**src/dfv_pkg.sv**
```systemverilog
`default_nettype none

package dfv_pkg;

  // Forest shape; the item fields are sized for these values
  localparam int TREE_COUNT = 10;
  localparam int TREE_DEPTH = 3;

  // Operation codes of an input item
  typedef enum logic [1:0] {
    OP_WRITE_NODE = 2'd0,
    OP_WRITE_LEAF = 2'd1,
    OP_CLASSIFY   = 2'd2
  } op_e;

  // Sequencer states
  typedef enum logic {
    ST_IDLE = 1'b0,
    ST_WALK = 1'b1
  } state_e;

  // One input transfer
  typedef struct packed {
    logic [1:0]         operation;
    logic [3:0]         tree_index;
    logic [2:0]         node_index;
    logic               feature_select;
    logic signed [15:0] split_threshold;
    logic               leaf_class;
    logic signed [15:0] feature_zero;
    logic signed [15:0] feature_one;
  } in_item_t;

  // One result transfer
  typedef struct packed {
    logic       predicted_class;
    logic [3:0] votes_for_one;
  } out_item_t;

  // Internal node word: feature select over signed Q7.8 threshold
  typedef struct packed {
    logic               feat_sel;
    logic signed [15:0] thresh;
  } node_word_t;

  localparam int VOTE_OUT_MAX = 15;

endpackage

`default_nettype wire

```
**src/dfv_node_store.sv**
```systemverilog
`default_nettype none

// Split and leaf stores: one write port and one registered read port each
module dfv_node_store #(
  parameter int SPLIT_DEPTH = 70,
  parameter int LEAF_DEPTH  = 80,
  localparam int SA_W = (SPLIT_DEPTH > 1) ? $clog2(SPLIT_DEPTH) : 1,
  localparam int LA_W = (LEAF_DEPTH > 1) ? $clog2(LEAF_DEPTH) : 1
) (
  input  wire logic                clk,
  input  wire logic                split_we,
  input  wire logic [SA_W-1:0]     split_waddr,
  input  wire dfv_pkg::node_word_t split_wdata,
  input  wire logic [SA_W-1:0]     split_raddr,
  output dfv_pkg::node_word_t      split_rdata,
  input  wire logic                leaf_we,
  input  wire logic [LA_W-1:0]     leaf_waddr,
  input  wire logic                leaf_wdata,
  input  wire logic [LA_W-1:0]     leaf_raddr,
  output logic                     leaf_rdata
);

  dfv_pkg::node_word_t split_mem [SPLIT_DEPTH];
  logic                leaf_mem  [LEAF_DEPTH];

  dfv_pkg::node_word_t split_rdata_r;
  logic                leaf_rdata_r;

  // Split store
  always_ff @(posedge clk) begin
    if (split_we) begin
      split_mem[split_waddr] <= split_wdata;
    end
    split_rdata_r <= split_mem[split_raddr];
  end

  // Leaf store
  always_ff @(posedge clk) begin
    if (leaf_we) begin
      leaf_mem[leaf_waddr] <= leaf_wdata;
    end
    leaf_rdata_r <= leaf_mem[leaf_raddr];
  end

  assign split_rdata = split_rdata_r;
  assign leaf_rdata  = leaf_rdata_r;

endmodule

`default_nettype wire

```
**src/decision_forest_vote_classifier_top.sv**
```systemverilog
`default_nettype none

// Decision forest vote classifier.
// Input channel: an item transfers on a rising edge with start high and busy
// low. Operation write-node stores a feature select and Q7.8 threshold for
// one internal node, write-leaf stores one leaf class bit; both finish in the
// transfer cycle and give no result. Writes outside the forest are dropped.
// Classify walks every tree, one node read per cycle from the split store,
// then one leaf read; busy stays high for the whole walk. The result strobe
// out_valid rises in the cycle after the last leaf read, as busy falls; the
// next item may transfer in that same cycle. The walk is bound by the single
// read port of the split store, where each node address depends on the
// previous compare.
// Result channel: out_item is valid for exactly one cycle with out_valid;
// the receiver cannot stall it. votes_for_one saturates at 15, a tie
// predicts class 1.
// Reset clears the sequencer and the result strobe; node stores are not
// cleared and must be written before use.
module decision_forest_vote_classifier_top (
  input  wire logic              clk,
  input  wire logic              rst_n,
  input  wire logic              start,
  output logic                   busy,
  input  wire dfv_pkg::in_item_t in_item,
  output logic                   out_valid,
  output dfv_pkg::out_item_t     out_item
);

  localparam int TREE_COUNT  = dfv_pkg::TREE_COUNT;
  localparam int TREE_DEPTH  = dfv_pkg::TREE_DEPTH;
  localparam int INTERNAL    = (1 << TREE_DEPTH) - 1;
  localparam int LEAVES      = 1 << TREE_DEPTH;
  localparam int SPLIT_DEPTH = TREE_COUNT * INTERNAL;
  localparam int LEAF_DEPTH  = TREE_COUNT * LEAVES;
  localparam int SA_W = (SPLIT_DEPTH > 1) ? $clog2(SPLIT_DEPTH) : 1;
  localparam int LA_W = (LEAF_DEPTH > 1) ? $clog2(LEAF_DEPTH) : 1;
  localparam int TC_W = (TREE_COUNT > 1) ? $clog2(TREE_COUNT) : 1;
  localparam int LV_W = $clog2(TREE_DEPTH + 1);
  localparam int VW   = $clog2(TREE_COUNT + 1);
  localparam int PW   = TREE_DEPTH;

  dfv_pkg::state_e    state_r, state_nxt;
  logic [TC_W-1:0]    tree_r, tree_nxt;
  logic [LV_W-1:0]    lvl_r, lvl_nxt;
  logic [PW-1:0]      pos_r, pos_nxt;
  logic [PW-1:0]      path_r, path_nxt;
  logic [SA_W-1:0]    split_base_r, split_base_nxt;
  logic [LA_W-1:0]    leaf_base_r, leaf_base_nxt;
  logic [VW-1:0]      votes_r, votes_nxt;
  logic signed [15:0] feat0_r, feat0_nxt;
  logic signed [15:0] feat1_r, feat1_nxt;
  logic               out_valid_r, out_valid_nxt;
  dfv_pkg::out_item_t out_item_r, out_item_nxt;

  logic                accept;
  logic                split_we;
  logic                leaf_we;
  logic [SA_W-1:0]     split_waddr;
  logic [LA_W-1:0]     leaf_waddr;
  dfv_pkg::node_word_t split_wdata;
  logic [SA_W-1:0]     split_raddr;
  logic [LA_W-1:0]     leaf_raddr;
  dfv_pkg::node_word_t rd_node;
  logic                rd_leaf;

  logic signed [15:0]  sel_feat;
  logic                go_right;
  logic [PW:0]         child_ext;
  logic [PW-1:0]       child;
  logic [PW-1:0]       path_step;
  logic                at_leaf;
  logic                last_level;
  logic                last_tree;
  logic [VW-1:0]       vote_sum;
  logic [SA_W-1:0]     split_base_step;
  logic [LA_W-1:0]     leaf_base_step;
  logic [31:0]         split_wfull;
  logic [31:0]         leaf_wfull;

  assign accept = start && !busy;
  assign busy   = (state_r != dfv_pkg::ST_IDLE);

  // Load path: range check and flat store addresses
  assign split_wfull = 32'(in_item.tree_index) * 32'(INTERNAL) + 32'(in_item.node_index);
  assign leaf_wfull  = 32'(in_item.tree_index) * 32'(LEAVES) + 32'(in_item.node_index);
  assign split_waddr = split_wfull[SA_W-1:0];
  assign leaf_waddr  = leaf_wfull[LA_W-1:0];
  assign split_wdata = '{feat_sel: in_item.feature_select, thresh: in_item.split_threshold};

  assign split_we = accept && (in_item.operation == dfv_pkg::OP_WRITE_NODE)
                 && (32'(in_item.tree_index) < 32'(TREE_COUNT))
                 && (32'(in_item.node_index) < 32'(INTERNAL));
  assign leaf_we  = accept && (in_item.operation == dfv_pkg::OP_WRITE_LEAF)
                 && (32'(in_item.tree_index) < 32'(TREE_COUNT))
                 && (32'(in_item.node_index) < 32'(LEAVES));

  // Node compare: left while feature is below threshold
  assign sel_feat  = rd_node.feat_sel ? feat1_r : feat0_r;
  assign go_right  = !($signed(sel_feat) < $signed(rd_node.thresh));
  assign child_ext = {pos_r, 1'b0} + (PW+1)'(1) + (PW+1)'(go_right);
  assign child     = child_ext[PW-1:0];
  assign path_step = (path_r << 1) | PW'(go_right);

  assign at_leaf    = (lvl_r == LV_W'(TREE_DEPTH));
  assign last_level = (lvl_r == LV_W'(TREE_DEPTH - 1));
  assign last_tree  = (tree_r == TC_W'(TREE_COUNT - 1));
  assign vote_sum   = votes_r + VW'(rd_leaf);

  // Tree bases wrap to zero after the last tree, ready for the next item
  assign split_base_step = last_tree ? '0 : split_base_r + SA_W'(INTERNAL);
  assign leaf_base_step  = last_tree ? '0 : leaf_base_r + LA_W'(LEAVES);

  // Read address issue: next node, leaf, or root of the next tree
  always_comb begin
    split_raddr = split_base_r;
    leaf_raddr  = leaf_base_r + LA_W'(path_step);
    if (state_r == dfv_pkg::ST_WALK) begin
      if (at_leaf) begin
        split_raddr = split_base_step;
      end else if (!last_level) begin
        split_raddr = split_base_r + SA_W'(child);
      end
    end
  end

  dfv_node_store #(
    .SPLIT_DEPTH (SPLIT_DEPTH),
    .LEAF_DEPTH  (LEAF_DEPTH)
  ) u_store (
    .clk         (clk),
    .split_we    (split_we),
    .split_waddr (split_waddr),
    .split_wdata (split_wdata),
    .split_raddr (split_raddr),
    .split_rdata (rd_node),
    .leaf_we     (leaf_we),
    .leaf_waddr  (leaf_waddr),
    .leaf_wdata  (in_item.leaf_class),
    .leaf_raddr  (leaf_raddr),
    .leaf_rdata  (rd_leaf)
  );

  // Sequencer next state
  always_comb begin
    state_nxt      = state_r;
    tree_nxt       = tree_r;
    lvl_nxt        = lvl_r;
    pos_nxt        = pos_r;
    path_nxt       = path_r;
    split_base_nxt = split_base_r;
    leaf_base_nxt  = leaf_base_r;
    votes_nxt      = votes_r;
    feat0_nxt      = feat0_r;
    feat1_nxt      = feat1_r;
    out_valid_nxt  = 1'b0;
    out_item_nxt   = out_item_r;
    unique case (state_r)
      dfv_pkg::ST_IDLE: begin
        if (accept && (in_item.operation == dfv_pkg::OP_CLASSIFY)) begin
          state_nxt = dfv_pkg::ST_WALK;
          tree_nxt  = '0;
          lvl_nxt   = '0;
          pos_nxt   = '0;
          path_nxt  = '0;
          votes_nxt = '0;
          feat0_nxt = in_item.feature_zero;
          feat1_nxt = in_item.feature_one;
        end
      end
      dfv_pkg::ST_WALK: begin
        if (!at_leaf) begin
          pos_nxt  = child;
          path_nxt = path_step;
          lvl_nxt  = lvl_r + LV_W'(1);
        end else begin
          split_base_nxt = split_base_step;
          leaf_base_nxt  = leaf_base_step;
          votes_nxt      = vote_sum;
          lvl_nxt        = '0;
          pos_nxt        = '0;
          path_nxt       = '0;
          if (last_tree) begin
            state_nxt     = dfv_pkg::ST_IDLE;
            tree_nxt      = '0;
            out_valid_nxt = 1'b1;
            out_item_nxt.predicted_class = !((32'(vote_sum) << 1) < 32'(TREE_COUNT));
            out_item_nxt.votes_for_one   = (32'(vote_sum) > 32'(dfv_pkg::VOTE_OUT_MAX))
                                         ? 4'(dfv_pkg::VOTE_OUT_MAX) : 4'(vote_sum);
          end else begin
            tree_nxt = tree_r + TC_W'(1);
          end
        end
      end
      default: begin
        state_nxt = dfv_pkg::ST_IDLE;
      end
    endcase
  end

  // Control registers
  always_ff @(posedge clk) begin
    if (!rst_n) begin
      state_r      <= dfv_pkg::ST_IDLE;
      tree_r       <= '0;
      lvl_r        <= '0;
      pos_r        <= '0;
      path_r       <= '0;
      split_base_r <= '0;
      leaf_base_r  <= '0;
      votes_r      <= '0;
      out_valid_r  <= 1'b0;
    end else begin
      state_r      <= state_nxt;
      tree_r       <= tree_nxt;
      lvl_r        <= lvl_nxt;
      pos_r        <= pos_nxt;
      path_r       <= path_nxt;
      split_base_r <= split_base_nxt;
      leaf_base_r  <= leaf_base_nxt;
      votes_r      <= votes_nxt;
      out_valid_r  <= out_valid_nxt;
    end
  end

  // Payload registers
  always_ff @(posedge clk) begin
    feat0_r    <= feat0_nxt;
    feat1_r    <= feat1_nxt;
    out_item_r <= out_item_nxt;
  end

  assign out_valid = out_valid_r;
  assign out_item  = out_item_r;

`ifndef ASSERT_OFF
  // Result strobe is a single-cycle pulse
  a_strobe_pulse: assert property (@(posedge clk) disable iff (!rst_n)
    out_valid |=> !out_valid)
    else $error("result strobe held longer than one cycle");

  // A result only follows the last leaf read of a walk
  a_strobe_after_walk: assert property (@(posedge clk) disable iff (!rst_n)
    out_valid |-> ($past(state_r) == dfv_pkg::ST_WALK) && $past(at_leaf) && $past(last_tree))
    else $error("result without a finished walk");

  // Vote count cannot exceed the tree count
  a_votes_bound: assert property (@(posedge clk) disable iff (!rst_n)
    out_valid |-> (32'(out_item.votes_for_one) <= 32'(TREE_COUNT)))
    else $error("vote count exceeds tree count");

  // Walk counters stay inside the forest
  a_walk_bounds: assert property (@(posedge clk) disable iff (!rst_n)
    (state_r == dfv_pkg::ST_WALK) |-> (32'(lvl_r) <= 32'(TREE_DEPTH))
                                   && (32'(tree_r) < 32'(TREE_COUNT)))
    else $error("walk counter out of range");

  // A new walk always starts at the root of tree zero
  a_walk_start: assert property (@(posedge clk) disable iff (!rst_n)
    $rose(busy) |-> (tree_r == '0) && (lvl_r == '0) && (split_base_r == '0)
                  && (leaf_base_r == '0))
    else $error("walk started away from the first root");
`endif

endmodule

`default_nettype wire

```
**config.mk**
```make
export PLATFORM = sky130hd
export DESIGN_NAME = decision_forest_vote_classifier_top
export DESIGN_NICKNAME = d
export VERILOG_FILES = /design/src/dfv_pkg.sv /design/src/dfv_node_store.sv /design/src/decision_forest_vote_classifier_top.sv
export SDC_FILE = /design/constraint.sdc
export NUM_CORES = 1
export LEC_CHECK = 0
export BUFFER_PORTS_ARGS = -buffer_cell sky130_fd_sc_hd__buf_2
export CORE_UTILIZATION = 50
export CTS_CLUSTER_SIZE = 24
export DETAILED_ROUTE_END_ITERATION = 10
export GPL_TIMING_DRIVEN = 0
export PLACE_DENSITY = 0.69
export SYNTH_ARGS = -nofsm -noshare
export SYNTH_HDL_FRONTEND = slang
export SYNTH_SLANG_ARGS = --single-unit
```
**constraint.sdc**
```tcl
create_clock -name clk -period 11.2 [get_ports clk]
set_clock_uncertainty 0.05 [all_clocks]
set_input_delay 1.12 -clock clk [delete_from_list [all_inputs] [get_ports clk]]
set_output_delay 1.12 -clock clk [all_outputs]
set_load 0.05 [all_outputs]
```
### Yosys cells after proc, flatten, opt, wreduce, memory -nomap -nowiden

Memory sizes are Yosys's and may differ from the RTL's. A register that Yosys moved wholly into a read port is not among the register bits.
Index checks and enable logic that the tools add are counted.

* bits in registers: 67
* memory bits (writable): 1270
* input bits: 62
* output and inout port bits: 7
* logic and storage cells: 85
* memories: 2

Memory list
* u_store.split_mem: depth 70, bits a word 17, rd ports 1, clocked after Yosys merged registers in 1, write ports 1, line dfv_node_store.sv:23 `dfv_pkg::node_word_t split_mem [SPLIT_DEPTH];`
* u_store.leaf_mem: depth 80, bits a word 1, rd ports 1, clocked after Yosys merged registers in 1, write ports 1, line dfv_node_store.sv:24 `logic leaf_mem [LEAF_DEPTH];`

* add/sub/neg operators: 11
* multipliers: 1
* $lt $le $gt $ge: 4
* equality and inequality tests: 7
* mux-type cells: 29
* bitwise gates (word level): 2
* reduce and logical (&&, ||, !) cells: 16

Operators by type and width (count)
* 7-bit two-way mux: 5
* 7-bit by 3-bit adder with 7-bit output: 4
* 16-bit less-than comparator: 1
* 16-bit two-way mux: 1
* 4-bit two-way mux: 4
* 4-bit one-hot mux with 2 select lines: 2
* 2-bit one-hot mux with 2 select lines: 3
* 2-bit two-way mux: 5
* 1-bit two-way mux: 8
* 7-bit by 3-bit adder with 7-bit output, second input constant: 1
* 7-bit by 4-bit adder with 7-bit output, second input constant: 1
* 1-bit logical AND: 7
* 4-bit by 3-bit multiplier with 7-bit output, second input constant: 1
* 2-bit == test, second input constant: 3
* 2-bit AND reduction: 3
* 3-bit AND reduction: 2
* 5-bit by 4-bit less-than comparator with 1-bit output, second input constant: 1
* 4-bit by 1-bit adder with 4-bit output: 1
* 4-bit by 1-bit adder with 4-bit output, second input constant: 1
* 4-bit == test, second input constant: 1
* 4-bit less-than comparator, second input constant: 1
* 3-bit by 1-bit adder with 3-bit output: 1
* 3-bit by 1-bit adder with 3-bit output, second input constant: 1
* 1-bit logical NOT: 3
* 9 further kinds: 9

### Logic depth before layout (Yosys ltp)

Gate-level depths: netlist (run 1).

* depth in word-level cells: 8
* depth in mapped cells: 25
* mapped depth without buffers: 19

### Modules after synthesis

From an unflattened synthesis (run 1), not the netlist that was laid out.

* cells, all modules: 2555
* area, all modules: 53282.4 sq um

Modules (own cells, without submodules)
* dfv_node_store: times used 1, cells each 2182, area an instance 49434.9 sq um, seq. area each 38496.9 sq um
* decision_forest_vote_classifier_top: times used 1, cells each 373, area an instance 3847.4 sq um, seq. area each 1651.6 sq um

### Least setup slack after synthesis (run 1)

No wires, ideal clock.

* path type: register to register
* start point: reg u_store.split_rdata[16] (netlist name)
* end point: reg u_store.split_rdata[5] (netlist name)
* library setup time: 0.150 ns
* arrival time: 5.464 ns
* data required time: 11.000 ns
* slack: 5.536 ns
* stages on the path, launching flop included: 26
* buffers on the path: 6
* clock period less this slack: 5.664 ns
* cells stage by stage: dfxtp_1 buf_2 buf_1 mux2_2 ha_1 a211oi_2 o21ai_1 a221oi_2 and3_1 nor2_4 inv_2 buf_4 buf_2 xnor2_1 ha_1 a21o_1 a21oi_1 nor2_1 o221a_2 a21oi_1 and2_0 clkbuf_1 clkbuf_1 a22oi_1 a21oi_1 a211oi_1

* longest elaborated chain between the ends: 8

RTL lines
* 16-bit two-way mux: line decision_forest_vote_classifier_top.sv:98 `assign sel_feat = rd_node.feat_sel ? feat1_r : feat0_r;`
* 16-bit less-than comparator: line decision_forest_vote_classifier_top.sv:99 `assign go_right = !($signed(sel_feat) < $signed(rd_node.thresh));`
* 1-bit logical NOT: line decision_forest_vote_classifier_top.sv:99
* 3-bit by 1-bit adder with 3-bit output: line decision_forest_vote_classifier_top.sv:100 `assign child_ext = {pos_r, 1'b0} + (PW+1)'(1) + (PW+1)'(go_right);`
* 7-bit by 3-bit adder with 7-bit output: line decision_forest_vote_classifier_top.sv:121 `split_raddr = split_base_r + SA_W'(child);`
* 7-bit two-way mux: line decision_forest_vote_classifier_top.sv:120 `end else if (!last_level) begin`
* 7-bit two-way mux: line decision_forest_vote_classifier_top.sv:118 `if (at_leaf) begin`
* 7-bit two-way mux: line decision_forest_vote_classifier_top.sv:117 `if (state_r == dfv_pkg::ST_WALK) begin`

Every way passes these cells.
A chain may end at the register's enable or synchronous reset.

### Final worst setup path (run 1)

* start point: reg u_store.split_rdata[16] (netlist name)
* end point: reg u_store.split_rdata[2] (netlist name)

* longest elaborated chain between the ends: 8

RTL lines (line)
* 16-bit two-way mux: decision_forest_vote_classifier_top.sv:98
* 16-bit less-than comparator: decision_forest_vote_classifier_top.sv:99
* 1-bit logical NOT: decision_forest_vote_classifier_top.sv:99
* 3-bit by 1-bit adder with 3-bit output: decision_forest_vote_classifier_top.sv:100
* 7-bit by 3-bit adder with 7-bit output: decision_forest_vote_classifier_top.sv:121
* 7-bit two-way mux: decision_forest_vote_classifier_top.sv:120
* 7-bit two-way mux: decision_forest_vote_classifier_top.sv:118
* 7-bit two-way mux: decision_forest_vote_classifier_top.sv:117

Every way passes these cells.

==> metrics.md, run 1 <==
| Metric | Value |
|---|---|
| Worst skew pair latency | around 0.75 ns |
| Required time worst endpoint | between 10 and 15 ns |
| # H-tree levels | 4 |
| Final Non-Filler Cells | 4,501 |
| Final WL | between 100,000 and 150,000 µm |
| Pleak | 19.5 nW |
| Area grow syn2layout | 13.4% |
| CP delay by family, top | compound AO/OA/AOI/OAI gates |
| Slowest-stage cell, CP | a221oi_4 |
| Initial Util | around half |
| Top cells by count, synth | edfxtp_1, mux4_2, nor2_1, mux2i_1, nand2_1 |
| Placed insts | between 4,000 and 5,000 |
| TritonCTS Buffers | 139 |
| Share of synthesized flip-flops with an asynchronous set or reset | 0% |
| Peak VDD IR | ~0.14 mV |
| Synth Flop Type | edfxtp_1 |
| Routed len/inst | 28.6 µm |
| CTS tree | done |
| Post-CTS resize count | 0 |
| Worst slew pin tran | 1.40 ns |
| Layout cells sized above 1 | approximately 25% |
| Slowest stage delay, CP | around 0.88 ns |
| Antenna Nets Post-Route | 0 |
| Post-DR vias/cell | 6.21 |
| Clock-pin slew on the worst setup and hold paths | ~0.060 ns |
| Via count | between 20,000 and 30,000 |
| Mapped Nets | about 2,900 |
| Final RePlAce weighted congestion | ~0.94 |
| Maximum root-to-sink buffer count | 3 |
| CORE AREA | between 0.1 and 0.15 mm² |
| Top post-synthesis cells by area | edfxtp_1, mux4_2, mux2i_1, dfxtp_1, nor2_1 |
| Setup TNS | 0 ns |
| Die area | between 0.1 and 0.15 mm² |
| Count leader, synth | edfxtp_1 |
| Distinct cells, synth | slightly above 70 |
| WP data arrival | around 9.2 ns |
| Slew Viols, Final | 0 |
| Tcrit/Tclk final | 77.6% |
| Fmax | 0.115 GHz |
| Die W | roughly 330 µm |
| Relative slew margins | under 10% |
| IO Pins | 69 |
| Synthesized area per cell | ~20 µm² |
| Pwr Density | 172 mW/mm² |
| Final net count | around 3,100 |
| Grt ovf | 0 |
| Final setup viols | 0 |
| Sink Count | between 1,000 and 1,500 |
| Fin crit period | 8.69 ns |
| Largest net degree at the start of global routing | 81 |
| DRT iter0 DRCs | around 3,500 |
| Max cap viols | 0 |
| DP Wirelength | just over 80,000 µm |
| Post-synth EDFFs | 1,307 |
| Fin. Hold Viols | 0 |
| Pre-antenna DRT Iters | 5 |
| Sequential fraction of the synthesis area | between 70% and 80% |
| Number of fill cells | around 7,700 |
| Status | finished clean |
| Initial antenna violation count | 3 |
| Global-route wire length before repair | approximately 190,000 µm |
| GRT Resource Usage Total | approximately a quarter |
| Synth warnings | 0 |
| Cell Int Power | 0.00828 W |
| Die height | roughly 330 µm |
| Mapped cell area | approximately 0.054 mm² |
| RSZ-0062 raised after global routing | false |
| CP Launch Type | flop |
| # hold bufs at CTS | 0 |
| DRC Markers | 0 |
| Num rows | ~120 |
| Reg power frac | 52.9% |
| Hold Crit Class | flop to flop |
| Comb pwr share | under 10% |
| Synthesized flop and latch total | ~1,400 |
| Vias in the first global route | roughly 28,000 |
| Post-synth top area share | 72.9% |
| CP dominant cell by count | buf_2 |
| Post-CTS setup buffers | 0 |
| CP Max Fanout | 10 |
| Crit path cell chain | buf_2, buf_1, mux2_2, ha_1, a211oi_2, o21ai_1, a221oi_2, a21oi_1, nor2_4, inv_2, buf_4, buf_2, ha_1, fa_1, nor3_1, a221oi_4, clkbuf_1, buf_2, mux4_2, mux2i_1, a21oi_1, a211oi_1, a211oi_1 |
| Port-buffer cells | 68 |
| Synth area leader | edfxtp_1 |
| Critical path capture point type | flop |
| Root buf cell | clkbuf_16 |
| Sw power | around 0.0022 W |
| Sw Share | around a fifth |
| CP Buf/Inv Count | 7 |
| Clk pwr share | around two fifths |
| CP Class | flop to flop |
| Mapped Cells | between 2,000 and 3,000 |
[sequential cells by signal (all words and copies together), names as in the netlist]
signal	flops
u_store.leaf_rdata	1
u_store.split_mem	1190
split_base_r	7
out_valid	1
u_store.split_rdata	17
leaf_base_r	4
out_item	5
pos_r	2
feat0_r	16
lvl_r	2
feat1_r	16
path_r	2
u_store.leaf_mem	80
tree_r	4
busy	1
votes_r	4
[power by group through the flow]
| stage | clock [W] | combinational [W] | sequential [W] |
|---|---|---|---|
| 2_1_floorplan | 0 | 0.000286 | 0.00567 |
| 3_3_place_gp | 0 | 0.000499 | 0.00568 |
| 3_5_place_dp | 0 | 0.000531 | 0.00568 |
| 4_1_cts | 0.00447 | 0.000534 | 0.00557 |
| 5_1_grt | 0.00466 | 0.000571 | 0.00557 |
| 6_report | 0.00442 | 0.000540 | 0.00557 |
[placed cells by master, fill, tap and decap left out, types with 45 or more instances in the layout]
master	instances
mux4_2	296
nand2_1	91
a211oi_1	89
buf_2	94
a21oi_1	59
edfxtp_1	1307
dfxtp_1	45
nand3_1	48
nor2_1	118
mux2i_1	111
nor2b_1	49
clkbuf_16	140
nor2_2	70
clkbuf_1	83
[cell families after synthesis]
family	count (synthesis)	synth area share (%)
AOI/OAI and AO/OA	298	3.77
xor gates and xnor gates	19	0.309
adders and majority gates	50	1.25
buffers and inverters	185	1.69
DFF	1352	74.6
muxes	423	14.8
other	1	0.00697
and+or+nand+nor	427	3.60
[final timing paths]
check,endpoint,from,slack (ns),cells after the start
worst max-delay path,u_store.split_rdata[2],u_store.split_rdata[16],2.51,23
worst min-delay path,votes_r[0],votes_r[0],0.44,2
worst max register to register,u_store.split_rdata[2],u_store.split_rdata[16],2.51,23
worst min register to register,votes_r[0],votes_r[0],0.44,2
[per-stage QoR]
step	setup slack [ns]	total power (W)	util, %	area, µm²	hold slack (ns)
finish	2.51	0.0105	57.6	61100	0.440
global route	2.18	0.0108	57.6	61100	0.460
CTS	2.53	0.0106	57.5	61000	0.440
detailed placement	2.57	0.00621	53.5	56700	0.432
global placement	1.93	0.00618	52.7	55900	0.409
floorplan	5.54	0.00596	-	53800	0.395
[area by class of cell]
class	count	area [µm²]	share of cell area, %
antenna	1	2.50	0.00410
buffer	142	746	1.22
clock buffer	166	3600	5.90
clock inverter	76	688	1.13
inverter	43	161	0.264
multi-input combinational	1218	12900	21.2
sequential	1352	40100	65.8
tap	1391	1740	2.85
timing repair buffer	112	1030	1.68
[layer usage]
metal  wire length (µm)  vias up  GRT usage [%]
met5                 22        -              0
met4               3830        4           7.70
met3              11500      228           5.19
met2              61500     1350           37.7
met1              51900    14645           33.4
li1                   -    11729              -
[worst min-delay path: stages, from the launching register on]
cell and delay (ns):
dfxtp_1 0.31, nand3_1 0.06, a21boi_0 0.07
Note: power is estimated with default switching activity, not from simulation.
==> run 2, diff against run 1 <==
==> constraint.sdc (replaced) <==
create_clock -name clk -period 8.5 [get_ports clk]
set_clock_uncertainty 0.05 [all_clocks]
set_input_delay 0.85 -clock clk [delete_from_list [all_inputs] [get_ports clk]]
set_output_delay 0.85 -clock clk [all_outputs]
set_load 0.05 [all_outputs]
==> run 2 against run 1 <==
Cell count is essentially flat. Clock power increased by 32%. Maximum frequency increased by 9.6%. Register-to-register slack got worse by 1.9 ns. Setup slack lost 1.9 ns. Flip-flop and latch count is the same. Hold slack got worse by 0.20 ns. Die area stayed put. First-iteration DRC count is 1.4% lower. Non-clock buffer count shrank 1. Critical path depth shrank 1.
==> metrics.md, run 2 (synthesis gave the netlist of run 1 again) <==
| Metric | Value |
|---|---|
| Status | finished clean |
| Grt ovf | 0 |
| Num rows | 119 |
| Required time worst endpoint | 8.94 ns |
| Sink Count | approximately 1,400 |
| R2r setup slk | 0.57 ns |
| Root buf cell | clkbuf_16 |
| Fin crit period | 7.93 ns |
| Max cap viols | 0 |
| RSZ-0062 raised after global routing | false |
| Hold Crit Class | input port to flop |
| DRT iter0 DRCs | 3,479 |
| Via count | roughly 28,000 |
| Final net count | slightly above 3,000 |
| Tcrit/Tclk final | about 93% |
| DRC Markers | 0 |
| Clock-pin slew on the worst setup and hold paths | 0.06 ns |
| CP delay by family, top | compound AO/OA/AOI/OAI gates |
| Maximum root-to-sink buffer count | 3 |
| Final setup viols | 0 |
| Setup TNS | 0 ns |
| Relative slew margins | between 6 and 7% |
| CP Buf/Inv Count | 6 |
| CORE AREA | roughly 0.11 mm² |
| CP Max Fanout | 16 |
| Number of flip-flops in the largest register | 1,190 |
| Worst skew pair latency | about 0.73 ns |
| TritonCTS Buffers | 139 |
| Fin. Hold Viols | 0 |
| Crit path cell chain | buf_2, mux2_2, ha_1, a211oi_2, o21ai_1, a221oi_2, a21oi_1, nor2_4, inv_2, buf_4, buf_2, ha_1, fa_1, nor3_1, a221oi_4, buf_2, buf_2, mux4_2, a211oi_1, a21oi_1, a211oi_1, a211oi_1 |
| # H-tree levels | 4 |
| Fmax | approximately 0.13 GHz |
| Worst slew pin tran | 1.41 ns |
| Port-buffer cells | 68 |
| DP Wirelength | 81,200 µm |
| Routed len/inst | between 20 and 30 µm |
| CP Launch Type | flop |
| Die W | 330 µm |
| Hold Slack | 0.235 ns |
| Commonest non-fill, non-tap cell in the layout | edfxtp_1 |
| Global-route wire length before repair | approximately 190,000 µm |
| Pleak | slightly below 20 nW |
| Layout cells sized above 1 | between 20 and 25% |
| Post-route worst setup slack | roughly 0.57 ns |
| Antenna Nets Post-Route | 0 |
| Commonest cells after routing, fill and taps aside | edfxtp_1, mux4_2, clkbuf_16 |
| Die height | ~330 µm |
| CTS tree | done |
| Slowest stage delay, CP | a little under 0.9 ns |
| Post-DR vias/cell | 6.21 |
| # hold bufs at CTS | 0 |
| Initial antenna violation count | 3 |
| CP Class | flop to flop |
| Number of fill cells | 7,672 |
| CP dominant cell by count | buf_2 |
| IO Pins | 69 |
| Slew Viols, Final | 0 |
| Pwr Density | 227 mW/mm² |
| Slowest-stage cell, CP | a221oi_4 |
| Critical path capture point type | flop |
| Overall power | about 0.014 W |
| Area grow syn2layout | 13.4% |
| Peak VDD IR | 0.191 mV |
| WP data arrival | about 8.4 ns |
| Final WL | 129,000 µm |
| Final core occ | a little under three fifths |
| Die area | about 0.11 mm² |
| Initial Util | about half |
| Most flops, register | u_store.split_mem |
| Largest net degree at the start of global routing | 81 |
| Pre-antenna DRT Iters | 6 |
| Final RePlAce weighted congestion | ~0.94 |
| Vias in the first global route | around 28,000 |
| GRT Resource Usage Total | about a quarter |
| Place WS | -0.125 ns |
## run 2: cell count changes in the layout (fill, tap and decap cells not counted), sizes merged
cell,change
buf,-1
## run 2: final timing paths
check / start / to / depth (start not counted)
setup / recovery: u_store.split_rdata[16] / u_store.split_rdata[16] / 22
hold / removal: in_item[29] / feat0_r[13] / 1
setup reg to reg: u_store.split_rdata[16] / u_store.split_rdata[16] / 22
hold reg to reg: votes_r[0] / votes_r[0] / 2
## run 2: timing repair
action / 4_1_cts / 5_1_grt
hold endpoints to repair: 0 / 0
endpoints found under the setup margin: 9 / 12
resized for setup: 2 / 2
buffers inserted: 0 / 0
## run 2: area by class of cell
class,count,area [µm²],share of cell area [%]
sequential,1352,40100,65.8
inverter,43,161,0.264
tap,1391,1740,2.85
clock inverter,76,688,1.13
buffer,141,744,1.22
timing repair buffer,112,1030,1.68
clock buffer,166,3600,5.90
multi-input combinational,1218,12900,21.2
antenna,1,2.50,0.00410
## run 2: per-stage QoR
stage | std cells | area, µm²
after floorplan | 2755 | 53800
after global placement | 4214 | 55900
after detailed placement | 4257 | 56700
after CTS | 4499 | 61000
after global routing | 4499 | 61100
final | 4500 | 61100
## run 2: routing by layer
metal	GRT usage, %	share of wire (%)	up-vias
li1	-	-	11717
met5	0	0.017	-
met3	5.19	8.8	221
met4	7.70	2.9	4
met2	37.7	48	1366
met1	33.4	40	14615
## run 2: worst register-to-register path, cell delays in order (launching register included)
cell,delay [ns]
dfxtp_1,0.30
buf_2,0.40
mux2_2,0.47
ha_1,0.33
a211oi_2,0.19
o21ai_1,0.13
a221oi_2,0.43
a21oi_1,0.20
nor2_4,0.30
inv_2,0.12
buf_4,0.22
buf_2,0.24
ha_1,0.26
fa_1,0.51
nor3_1,0.09
a221oi_4,0.89
buf_2,0.45
buf_2,0.40
mux4_2,0.39
a211oi_1,0.40
a21oi_1,0.17
a211oi_1,0.50
a211oi_1,0.24
## run 2: power breakdown
part / leakage [nW] / switching, W / internal [W] / total (W)
combinational: 5.25 / 0.000481 / 0.000231 / 0.000712
sequential: 12.1 / 0.00000696 / 0.00733 / 0.00734
clock: 2.09 / 0.00247 / 0.00335 / 0.00582
total: 19.5 / 0.00295 / 0.0109 / 0.0139
